## src/sv/arpi_pkg.sv

```systemverilog
package arpi_pkg;

  localparam int unsigned PORT_W    = 5;
  localparam int unsigned VLAN_W    = 12;
  localparam int unsigned MAC_W     = 48;
  localparam int unsigned IP_W      = 32;
  localparam int unsigned VERDICT_W = 4;
  localparam int unsigned OUT_CNT_W = 32;
  localparam int unsigned REG_W     = 32;
  localparam int unsigned PADDR_W   = 5;
  localparam int unsigned SLOTS     = 5;
  localparam int unsigned SLOT_W    = 3;

  localparam int unsigned NUM_PORTS_DEF   = 32;
  localparam int unsigned NUM_VLANS_DEF   = 4096;
  localparam int unsigned COUNT_WIDTH_DEF = 32;

  localparam logic [IP_W-1:0] IP_ALL_ONES = 32'hFFFF_FFFF;
  localparam logic [IP_W-1:0] IP_CLASS_DE = 32'hE000_0000;

  // register indexes, byte address is 4 * index
  localparam logic [2:0] REG_INSPECT_ENABLE = 3'd0;
  localparam logic [2:0] REG_TRUSTED        = 3'd1;
  localparam logic [2:0] REG_SMAC_CHECK     = 3'd2;
  localparam logic [2:0] REG_TMAC_CHECK     = 3'd3;
  localparam logic [2:0] REG_IP_CHECK       = 3'd4;
  localparam logic [2:0] REG_ZERO_IP_OK     = 3'd5;

  typedef enum logic [VERDICT_W-1:0] {
    V_FWD        = 4'd0,
    V_FWD_UNINSP = 4'd1,
    V_OFF        = 4'd2,
    V_STP        = 4'd3,
    V_OWN_MAC    = 4'd4,
    V_SMAC       = 4'd5,
    V_DMAC       = 4'd6,
    V_SIP        = 4'd7,
    V_DIP        = 4'd8
  } verdict_e;

  typedef enum logic [SLOT_W-1:0] {
    SLOT_FWD  = 3'd0,
    SLOT_SMAC = 3'd1,
    SLOT_DMAC = 3'd2,
    SLOT_SIP  = 3'd3,
    SLOT_DIP  = 3'd4
  } slot_e;

  typedef struct packed {
    logic             inspect_enable;
    logic [REG_W-1:0] trusted;
    logic [REG_W-1:0] smac_check;
    logic [REG_W-1:0] tmac_check;
    logic [REG_W-1:0] ip_check;
    logic [REG_W-1:0] zero_ip_ok;
  } cfg_t;

  typedef struct packed {
    verdict_e verdict;
    logic     counted;
    slot_e    slot;
  } judge_t;

  function automatic logic ip_bad(input logic [IP_W-1:0] ip, input logic zero_ok);
    logic bad;
    bad = (ip == IP_ALL_ONES) || ((ip & IP_CLASS_DE) == IP_CLASS_DE) ||
          (!zero_ok && (ip == '0));
    return bad;
  endfunction

endpackage

```

## src/sv/arpi_cfg.sv

```systemverilog
module arpi_cfg (
  input  logic                   clk_i,
  input  logic                   rst_ni,
  input  logic                   psel,
  input  logic                   penable,
  input  logic                   pwrite,
  input  logic [arpi_pkg::PADDR_W-1:0] paddr,
  input  logic [arpi_pkg::REG_W-1:0]   pwdata,
  output logic [arpi_pkg::REG_W-1:0]   prdata,
  output logic                   pready,
  output arpi_pkg::cfg_t         cfg_o
);
  import arpi_pkg::*;

  cfg_t       cfg_q, cfg_d;
  logic [2:0] idx;
  logic       wr;

  assign pready = 1'b1;
  assign idx    = paddr[4:2];
  assign wr     = psel && penable && pwrite && pready;

  always_comb begin
    cfg_d = cfg_q;
    if (wr) begin
      case (idx)
        REG_INSPECT_ENABLE: cfg_d.inspect_enable = pwdata[0];
        REG_TRUSTED:        cfg_d.trusted        = pwdata;
        REG_SMAC_CHECK:     cfg_d.smac_check     = pwdata;
        REG_TMAC_CHECK:     cfg_d.tmac_check     = pwdata;
        REG_IP_CHECK:       cfg_d.ip_check       = pwdata;
        REG_ZERO_IP_OK:     cfg_d.zero_ip_ok     = pwdata;
        default:            cfg_d                = cfg_q;
      endcase
    end
  end

  always_ff @(posedge clk_i or negedge rst_ni) begin
    if (!rst_ni) begin
      cfg_q <= '0;
    end else begin
      cfg_q <= cfg_d;
    end
  end

  always_comb begin
    case (idx)
      REG_INSPECT_ENABLE: prdata = {{(REG_W-1){1'b0}}, cfg_q.inspect_enable};
      REG_TRUSTED:        prdata = cfg_q.trusted;
      REG_SMAC_CHECK:     prdata = cfg_q.smac_check;
      REG_TMAC_CHECK:     prdata = cfg_q.tmac_check;
      REG_IP_CHECK:       prdata = cfg_q.ip_check;
      REG_ZERO_IP_OK:     prdata = cfg_q.zero_ip_ok;
      default:            prdata = '0;
    endcase
  end

  assign cfg_o = cfg_q;
endmodule

```

## config.mk

```make
export PLATFORM = sky130hd
export DESIGN_NAME = arpi_cfg
export DESIGN_NICKNAME = d
export VERILOG_FILES = /design/src/sv/arpi_pkg.sv /design/src/sv/arpi_cfg.sv
export SDC_FILE = /design/constraint.sdc
export NUM_CORES = 1
export LEC_CHECK = 0
export ABC_AREA = 1
export BUFFER_PORTS_ARGS = -buffer_cell sky130_fd_sc_hd__buf_4
export CORE_MARGIN = 2
export CORE_UTILIZATION = 30
export DETAILED_ROUTE_END_ITERATION = 8
export PLACE_DENSITY = 0.61
export SYNTH_ARGS = -nofsm -noshare
export SYNTH_HDL_FRONTEND = slang
export SYNTH_SLANG_ARGS = --single-unit
```

## constraint.sdc

```tcl
create_clock -name clk_i -period 2.84 [get_ports clk_i]
set_clock_uncertainty 0.1 [all_clocks]
set_input_delay 0.284 -clock clk_i [delete_from_list [all_inputs] [get_ports clk_i]]
set_output_delay 0.284 -clock clk_i [all_outputs]
set_load 0.01 [all_outputs]
```

==> flow_metrics.tcl <==
set metrics [dict create \
    status "complete, no violations" \
    cts_setup_buffers 0 \
    slew_violations 0 \
    antennaDiodeCount 0 \
    post-route-period-util 0.744 \
    largest_reg_flops 161 \
    synth-seq-cells 161 \
    power_density_nw_per_um2 676 \
    syn_to_final_growth_pct 37.7 \
    cp-start-kind "primary input" \
    hold_viol_final 0 \
    clkLatencyLatePin_ns 0.42 \
    grt_overflow 0 \
    syn-instance-count 1039 \
    synth_cell_type_count 17 \
    antenna_found_initial 0 \
    clock_sinks 161 \
    nets 1299 \
    die_y_um 166 \
    routed_wl_um 31000 \
    coreArea_um2 25900 \
    cp.arrival_ns 1.73 \
    cp.required_ns 2.46 \
    drt_iter0_drc 548 \
    clockBufferDepth 2 \
    dp_hpwl_um 19400 \
    layout_min_cycle_time_ns 2.11 \
    cts_root_buffer "clkbuf_16" \
    worst_pin_slew_ns 0.602 \
    rows 59 \
    port_buffers 232 \
    initial_utilization 0.303 \
    power_mw 7.32 \
    cts_tree "done" \
    yosysTopAreaCell "dfrtp_1" \
    track_usage 0.220 \
    avgSynthCellArea_um2 7.57 \
    crit_fanout 36 \
    first_pass_iters 6 \
    ios 236 \
    grt_pass1_wl_um 47100 \
    first_global_vias 7629 \
    postRouteAntennaNets 0 \
    hold_class "in -> reg" \
    grt_max_degree 124 \
    syn_nets 1081 \
    gp_congestion 0.802 \
    die-area_um2 27500 \
    setup_tns_ns 0 \
    path_class "in -> out" \
    vias_per_cell 5.00 \
    rsz0062_at_grt "no" \
    wl_per_cell_um 19.3 \
    p_leak_nw 5.78 \
    vias 8017 \
    yosysSeqAreaShare 0.512 \
    finish.utilization 0.418 \
    setup_viol 0 \
    cts-htree-levels 4 \
    die_w_um 166 \
    max_freq_mhz 473 \
    dp_slack_ns 0.545 \
    ir_drop_v 0.000305 \
    num-fill-cells 2599 \
    layout-drive-gt1-share 0.240 \
    yosysWarnings 0 \
    holdWs_ns 0.0157 \
    synth_area_leaders "dfrtp_1 51%, nand2_1 21%, o21ai_0 9.4%" \
    crit_path_end_kind "output port" \
    clk_pin_slew_ns 0.07 \
    final_cell_mix "444 x nand2_1, 250 x buf_4, 161 x dfrtp_1" \
    drt_drc_violations_left 0 \
    numCtsBuffers 17 \
    cap_violations 0 \
    netlist_area_um2 7860 \
    synth_top_area_frac 0.512 \
    setup_ws_ns 0.727 \
    relSlewSlack 0.599 \
    layout_commonest_cell "nand2_1" \
]
[power by group]
part	internal (mW)	total [mW]	switching [mW]
combinational	0.878	1.91	1.03
sequential	2.72	3.09	0.369
clock	1.32	2.32	1.00
total	4.92	7.32	2.40
[Yosys cell counts]
library cell / instances
nor2_2: 3
nand3_2: 1
nor2_1: 35
inv_2: 2
inv_1: 8
conb_1: 1
buf_2: 10
buf_4: 11
nand3_1: 69
dfrtp_1: 161
nand4_1: 63
o21ai_1: 15
buf_1: 17
clkbuf_1: 46
nor2_4: 3
nand2_1: 446
o21ai_0: 148
[layout make-up]
class | count | area [µm²] | area share
Clock buffer | 18 | 439 | 0.0406
Clock inverter | 13 | 138 | 0.0127
Inverter | 10 | 37.5 | 0.00347
Multi-Input combinational cell | 784 | 3480 | 0.321
Sequential cell | 161 | 4030 | 0.372
Tap cell | 335 | 419 | 0.0387
Timing Repair Buffer | 283 | 2290 | 0.211
[logic make-up (layout without fill, tap and decap cells)]
| kind of cell | Yosys count | after routing | share of synthesized area |
|---|---|---|---|
| compound gates | 163 | 163 | 0.104 |
| buf+inv | 94 | 324 | 0.0517 |
| flops | 161 | 161 | 0.512 |
| other cells | 1 | 1 | 0.000477 |
| simple gates | 620 | 620 | 0.332 |
[routing by layer]
layer / vias to the layer above / GRT usage / routed length [µm] / share of wire
li1: 3863 / - / - / -
met1: 3812 / 0.313 / 14100 / 0.45
met2: 311 / 0.347 / 14500 / 0.47
met3: 31 / 0.0343 / 2020 / 0.065
met4: 0 / 0.0654 / 484 / 0.016
met5: - / 0 / 0 / 0
[worst max-delay path, cell delays in order]
cell     delay, ns
buf_4         0.25
nor2_4        0.48
buf_12        0.25
nand3_1       0.08
nand2_1       0.11
nor2_1        0.06
nand2_1       0.06
buf_4         0.11
[final timing paths]
kind	depth (start not counted)	endpoint	slack (ns)	startpoint
min reg2reg	2	cfg_o[158]	0.41	cfg_o[158]
min in group asynchronous	2	cfg_o[85]	0.28	rst_ni
max	8	prdata[6]	0.73	paddr[3]
max reg2reg	2	cfg_o[66]	2.03	cfg_o[66]
min	3	cfg_o[142]	0.02	pwdata[14]
max in group asynchronous	3	cfg_o[100]	1.53	rst_ni
[timing repair]
item,4_1_cts,5_1_grt
hold endpoints to repair,131,0
hold buffers,24,0
resized for setup,0,0
[through the flow]
stage / instance area, µm² / cells
2_1_floorplan: 7860 / 1039
6_report: 10800 / 1604
3_3_place_gp: 10000 / 1549
3_5_place_dp: 10000 / 1549
5_1_grt: 10800 / 1604
4_1_cts: 10800 / 1604
No activity file was read; power rests on OpenSTA's default activity.
