--- src/sv/arpi_pkg.sv ---
package arpi_pkg;

  localparam int unsigned PORT_W    = 5;
  localparam int unsigned VLAN_W    = 12;
  localparam int unsigned MAC_W     = 48;
  localparam int unsigned IP_W      = 32;
  localparam int unsigned VERDICT_W = 4;
  localparam int unsigned OUT_CNT_W = 32;
  localparam int unsigned REG_W     = 32;
  localparam int unsigned PADDR_W   = 5;
  localparam int unsigned SLOTS     = 5;
  localparam int unsigned SLOT_W    = 3;

  localparam int unsigned NUM_PORTS_DEF   = 32;
  localparam int unsigned NUM_VLANS_DEF   = 4096;
  localparam int unsigned COUNT_WIDTH_DEF = 32;

  localparam logic [IP_W-1:0] IP_ALL_ONES = 32'hFFFF_FFFF;
  localparam logic [IP_W-1:0] IP_CLASS_DE = 32'hE000_0000;

  // register indexes, byte address is 4 * index
  localparam logic [2:0] REG_INSPECT_ENABLE = 3'd0;
  localparam logic [2:0] REG_TRUSTED        = 3'd1;
  localparam logic [2:0] REG_SMAC_CHECK     = 3'd2;
  localparam logic [2:0] REG_TMAC_CHECK     = 3'd3;
  localparam logic [2:0] REG_IP_CHECK       = 3'd4;
  localparam logic [2:0] REG_ZERO_IP_OK     = 3'd5;

  typedef enum logic [VERDICT_W-1:0] {
    V_FWD        = 4'd0,
    V_FWD_UNINSP = 4'd1,
    V_OFF        = 4'd2,
    V_STP        = 4'd3,
    V_OWN_MAC    = 4'd4,
    V_SMAC       = 4'd5,
    V_DMAC       = 4'd6,
    V_SIP        = 4'd7,
    V_DIP        = 4'd8
  } verdict_e;

  typedef enum logic [SLOT_W-1:0] {
    SLOT_FWD  = 3'd0,
    SLOT_SMAC = 3'd1,
    SLOT_DMAC = 3'd2,
    SLOT_SIP  = 3'd3,
    SLOT_DIP  = 3'd4
  } slot_e;

  typedef struct packed {
    logic             inspect_enable;
    logic [REG_W-1:0] trusted;
    logic [REG_W-1:0] smac_check;
    logic [REG_W-1:0] tmac_check;
    logic [REG_W-1:0] ip_check;
    logic [REG_W-1:0] zero_ip_ok;
  } cfg_t;

  typedef struct packed {
    verdict_e verdict;
    logic     counted;
    slot_e    slot;
  } judge_t;

  function automatic logic ip_bad(input logic [IP_W-1:0] ip, input logic zero_ok);
    logic bad;
    bad = (ip == IP_ALL_ONES) || ((ip & IP_CLASS_DE) == IP_CLASS_DE) ||
          (!zero_ok && (ip == '0));
    return bad;
  endfunction

endpackage

--- src/sv/arpi_judge.sv ---
module arpi_judge (
  input  arpi_pkg::cfg_t              cfg_i,
  input  logic [arpi_pkg::PORT_W-1:0] src_port_i,
  input  logic                        vlan_inspected_i,
  input  logic                        stp_forwarding_i,
  input  logic                        to_own_mac_i,
  input  logic                        is_reply_i,
  input  logic [arpi_pkg::MAC_W-1:0]  eth_src_mac_i,
  input  logic [arpi_pkg::MAC_W-1:0]  eth_dst_mac_i,
  input  logic [arpi_pkg::MAC_W-1:0]  sender_mac_i,
  input  logic [arpi_pkg::MAC_W-1:0]  target_mac_i,
  input  logic [arpi_pkg::IP_W-1:0]   sender_ip_i,
  input  logic [arpi_pkg::IP_W-1:0]   target_ip_i,
  output arpi_pkg::judge_t            judge_o
);
  import arpi_pkg::*;

  logic trusted, smac_chk, tmac_chk, ip_chk, zero_ok;
  verdict_e verdict;

  assign trusted  = cfg_i.trusted[src_port_i];
  assign smac_chk = cfg_i.smac_check[src_port_i];
  assign tmac_chk = cfg_i.tmac_check[src_port_i];
  assign ip_chk   = cfg_i.ip_check[src_port_i];
  assign zero_ok  = cfg_i.zero_ip_ok[src_port_i];

  always_comb begin
    if (!cfg_i.inspect_enable) begin
      verdict = V_OFF;
    end else if (!stp_forwarding_i) begin
      verdict = V_STP;
    end else if (to_own_mac_i) begin
      verdict = V_OWN_MAC;
    end else if (!vlan_inspected_i) begin
      verdict = V_FWD_UNINSP;
    end else if (trusted) begin
      verdict = V_FWD;
    end else if (smac_chk && (sender_mac_i != eth_src_mac_i)) begin
      verdict = V_SMAC;
    end else if (is_reply_i && tmac_chk && (target_mac_i != eth_dst_mac_i)) begin
      verdict = V_DMAC;
    end else if (ip_chk && ip_bad(sender_ip_i, zero_ok)) begin
      verdict = V_SIP;
    end else if (ip_chk && is_reply_i && ip_bad(target_ip_i, zero_ok)) begin
      verdict = V_DIP;
    end else begin
      verdict = V_FWD;
    end
  end

  always_comb begin
    judge_o.verdict = verdict;
    judge_o.counted = 1'b1;
    case (verdict)
      V_FWD:   judge_o.slot = SLOT_FWD;
      V_SMAC:  judge_o.slot = SLOT_SMAC;
      V_DMAC:  judge_o.slot = SLOT_DMAC;
      V_SIP:   judge_o.slot = SLOT_SIP;
      V_DIP:   judge_o.slot = SLOT_DIP;
      default: begin
        judge_o.slot    = SLOT_FWD;
        judge_o.counted = 1'b0;
      end
    endcase
  end
endmodule

--- config.mk ---
export PLATFORM = sky130hd
export DESIGN_NAME = arpi_judge
export DESIGN_NICKNAME = d
export VERILOG_FILES = /design/src/sv/arpi_pkg.sv /design/src/sv/arpi_judge.sv
export SDC_FILE = /design/constraint.sdc
export NUM_CORES = 1
export LEC_CHECK = 0
export ABC_AREA = 0
export BUFFER_PORTS_ARGS = -buffer_cell sky130_fd_sc_hd__clkbuf_2
export CAP_MARGIN = 25
export CORE_AREA = 2 2 171 173
export DETAILED_ROUTE_END_ITERATION = 16
export DIE_AREA = 0 0 173 175
export PLACE_DENSITY_LB_ADDON = 0.3
export SLEW_MARGIN = 0
export SYNTH_ARGS = -nofsm -noshare
export SYNTH_HDL_FRONTEND = slang
export SYNTH_SLANG_ARGS = --single-unit
--- constraint.sdc ---
create_clock -name vclk -period 2.2
set_input_delay 0.22 -clock vclk [all_inputs]
set_output_delay 0.22 -clock vclk [all_outputs]
set_load 0.02 [all_outputs]
==> metrics.csv <==
stage,metric,value,unit
worst_setup_path,start_kind,input pin,
run_status,violations,negative setup slack,
power,ir_worst_vdd,0.0651,mV
sta,worst_slew_pin_slew,0.720,ns
final_layout,nClkBuffers,0,
grt,grt_overflow_total,0,
final_layout,n_antenna_cell,0,
route,vias,4418,
grt,antenna_found_initial,0,
route,route.antenna.remaining_nets,0,
route,drt_first_pass_iters,4,
worst_setup_path,worstPathMaxFanout,8,
route,drt_wl_total,18900,um
worst_setup_path,crit_path_start,src_port_i[1],
synthesis,syn_avg_cell_area,9.02,sq um
worst_setup_path,crit_arrival,2.36,ns
final_layout,nFillCells,3190,
power,clock_power_share,0,
synthesis,yosysSeqAreaShare,0,
synthesis,yosysWarnings,0,
placed_design,place_congestion,0.809,
final_layout,multiInputGateArea,2970,sq um
synthesis,postSynthCellCount,312,
sta,relSlewSlack,0.519,
route,drtIter0Drc,94,
flow_run,drv_cap,0,
synthesis,synth_top_area_cell,mux4_2,
sta,setup_violations,7,
synthesis,synth_top_area_share,0.184,
power,power_leakage,3.18,nW
placed_design,dp_hpwl,17400,um
final_layout,postLayoutCellArea,6400,sq um
run_status,status,"complete, but fails checks",
final_layout,numSequentialCells,0,
power,power_frac_seq,0,
power,p_sw_frac,0.409,
floorplanning,coreArea,28400,sq um
power,combPwrFrac,1.000,
floorplanning,initial_core_util,0.0991,
floorplanning,die_w,173,um
sta,finalHoldViolations,0,
synthesis,ys_top_cells_by_area,"mux4_2, xnor2_1, xor2_1, mux2i_1, nor4_1",
floorplanning,die_area,30300,sq um
sta,finalMaxSlewViolations,0,
route,drc,0,
power,intPower,0.000699,W
worst_setup_path,endpoint_kind,primary output,
final_layout,layout-drive-gt1-share,0.703,
placed_design,placed_area,5860,sq um
worst_setup_path,crit_required,1.98,ns
synthesis,netlist_area,2810,sq um
power,power_switching,0.000483,W
placed_design,place_inst,1166,
grt,grt_pass1_wl,26600,um
grt,grt_max_degree,17,
sta,rsz0062_at_grt,true,
route,viasPerCell,3.74,
synthesis,synth_common_cells,"xnor2_1, xor2_1, nor4_1",
min_path,hp-class,input pin to primary output,
placed_design,port_buffers,434,
grt,grt_pass1_vias,4711,
sta,setup_slack,-0.378,ns
grt,grt.total_usage,0.114,
power,p_per_area,185,nW/um^2
sta,fin_crit_sh,1.17,
final_layout,nNetsFinal,1225,
final_layout,instances_no_fill,1181,
floorplanning,ios,434,
synthesis,syn_nets,738,
sta,clock.fmax,388,MHz
min_path,hp-start,stp_forwarding_i,
route,wl_per_cell,16.0,um
floorplanning,die_y,175,um
synthesis,synth_cell_types,44,
final_layout,areaGrowthSynthToFinish,128,%
worst_setup_path,critPathKind,input pin to primary output,
final_layout,final-seq-area,0,sq um
floorplanning,row_count,62,
sta,period_needed,2.58,ns
clocking,cts_hold_buf,0,
==> power groups by stage <==
stage | Clock (W) | Sequential [W] | Combinational [W]
finish | 0 | 0 | 0.00118
CTS | 0 | 0 | 0.00115
global route | 0 | 0 | 0.00128
global placement | 0 | 0 | 0.00105
floorplan | 0 | 0 | 0.000449
detailed placement | 0 | 0 | 0.00106
==> cells by family after synthesis <==
kind of cell,after synthesis,share of synthesized area
xor gates and xnor gates,96,0.299
buffers and inverters,16,0.0449
muxes,58,0.338
AOI/OAI and AO/OA,34,0.0889
and+or+nand+nor,108,0.229
==> critical path, cell delays in order <==
cell and delay (ns):
buf_8 0.10, buf_12 0.14, buf_8 0.13, buf_4 0.13, mux4_2 0.28, a22o_1 0.26
nor4_4 0.30, buf_6 0.20, nand2_8 0.08, nor4b_4 0.30, clkbuf_8 0.20
==> per-stage QoR <==
stage | power, W | setup WS [ns] | util | hold slack (ns) | setup TNS [ns]
after floorplan | 0.000449 | -0.0362 | - | 0.509 | -0.0708
after global placement | 0.00105 | -0.531 | 0.206 | 0.798 | -3.47
after detailed placement | 0.00106 | -0.574 | 0.206 | 0.794 | -3.78
after CTS | 0.00115 | -0.452 | 0.218 | 0.771 | -2.80
after global routing | 0.00128 | -0.490 | 0.226 | 0.787 | -2.91
final | 0.00118 | -0.378 | 0.226 | 0.775 | -2.20
==> layer usage <==
layer / vias up / wire length [um] / track usage
met1: 1993 / 7610 / 0.138
met5: - / 0 / 0
met4: 0 / 138 / 0.00742
li1: 2213 / - / -
met3: 8 / 1260 / 0.0213
met2: 204 / 9890 / 0.219
==> worst paths after layout <==
path / depth (start not counted) / end
worst max-delay path: 11 / judge_o[7]
worst min-delay path: 3 / judge_o[5]
==> timing repair <==
action	CTS	global route
gates resized for setup	41	46
gates cloned	2	0
setup buffers	8	7
pin swaps	15	25
endpoints found under the setup margin	7	7
hold endpoints to repair	0	0
==> placed cells by master (no fill, tap or decap), types with 2 or more instances in the layout <==
master	instances
a22oi_2	3
buf_4	45
xnor2_1	48
a21oi_1	4
a211oi_2	2
xor2_1	48
buf_8	3
nor4_4	3
mux4_1	4
a211oi_1	2
nand2b_4	2
a22oi_1	4
clkbuf_8	3
mux2i_1	24
nor3b_1	2
buf_6	14
clkbuf_2	424
mux4_2	24
nor4b_4	2
nor3_4	3
o211ai_1	3
buf_12	7
a22o_1	3
nand4_1	21
nor2b_1	3
nor2_1	6
o21ai_2	2
nand2_1	11
buf_16	3
and2b_1	2
nand2b_1	3
nand3_1	9
o21ai_1	2
mux2i_4	3
nor4_1	30
==> layout make-up <==
cell class | instances | share of cell area
tap | 384 | 0.0750
timing repair buffer | 500 | 0.461
inverter | 1 | 0.000586
multi-input combinational | 296 | 0.463
No activity file was read; power rests on OpenSTA's default activity.
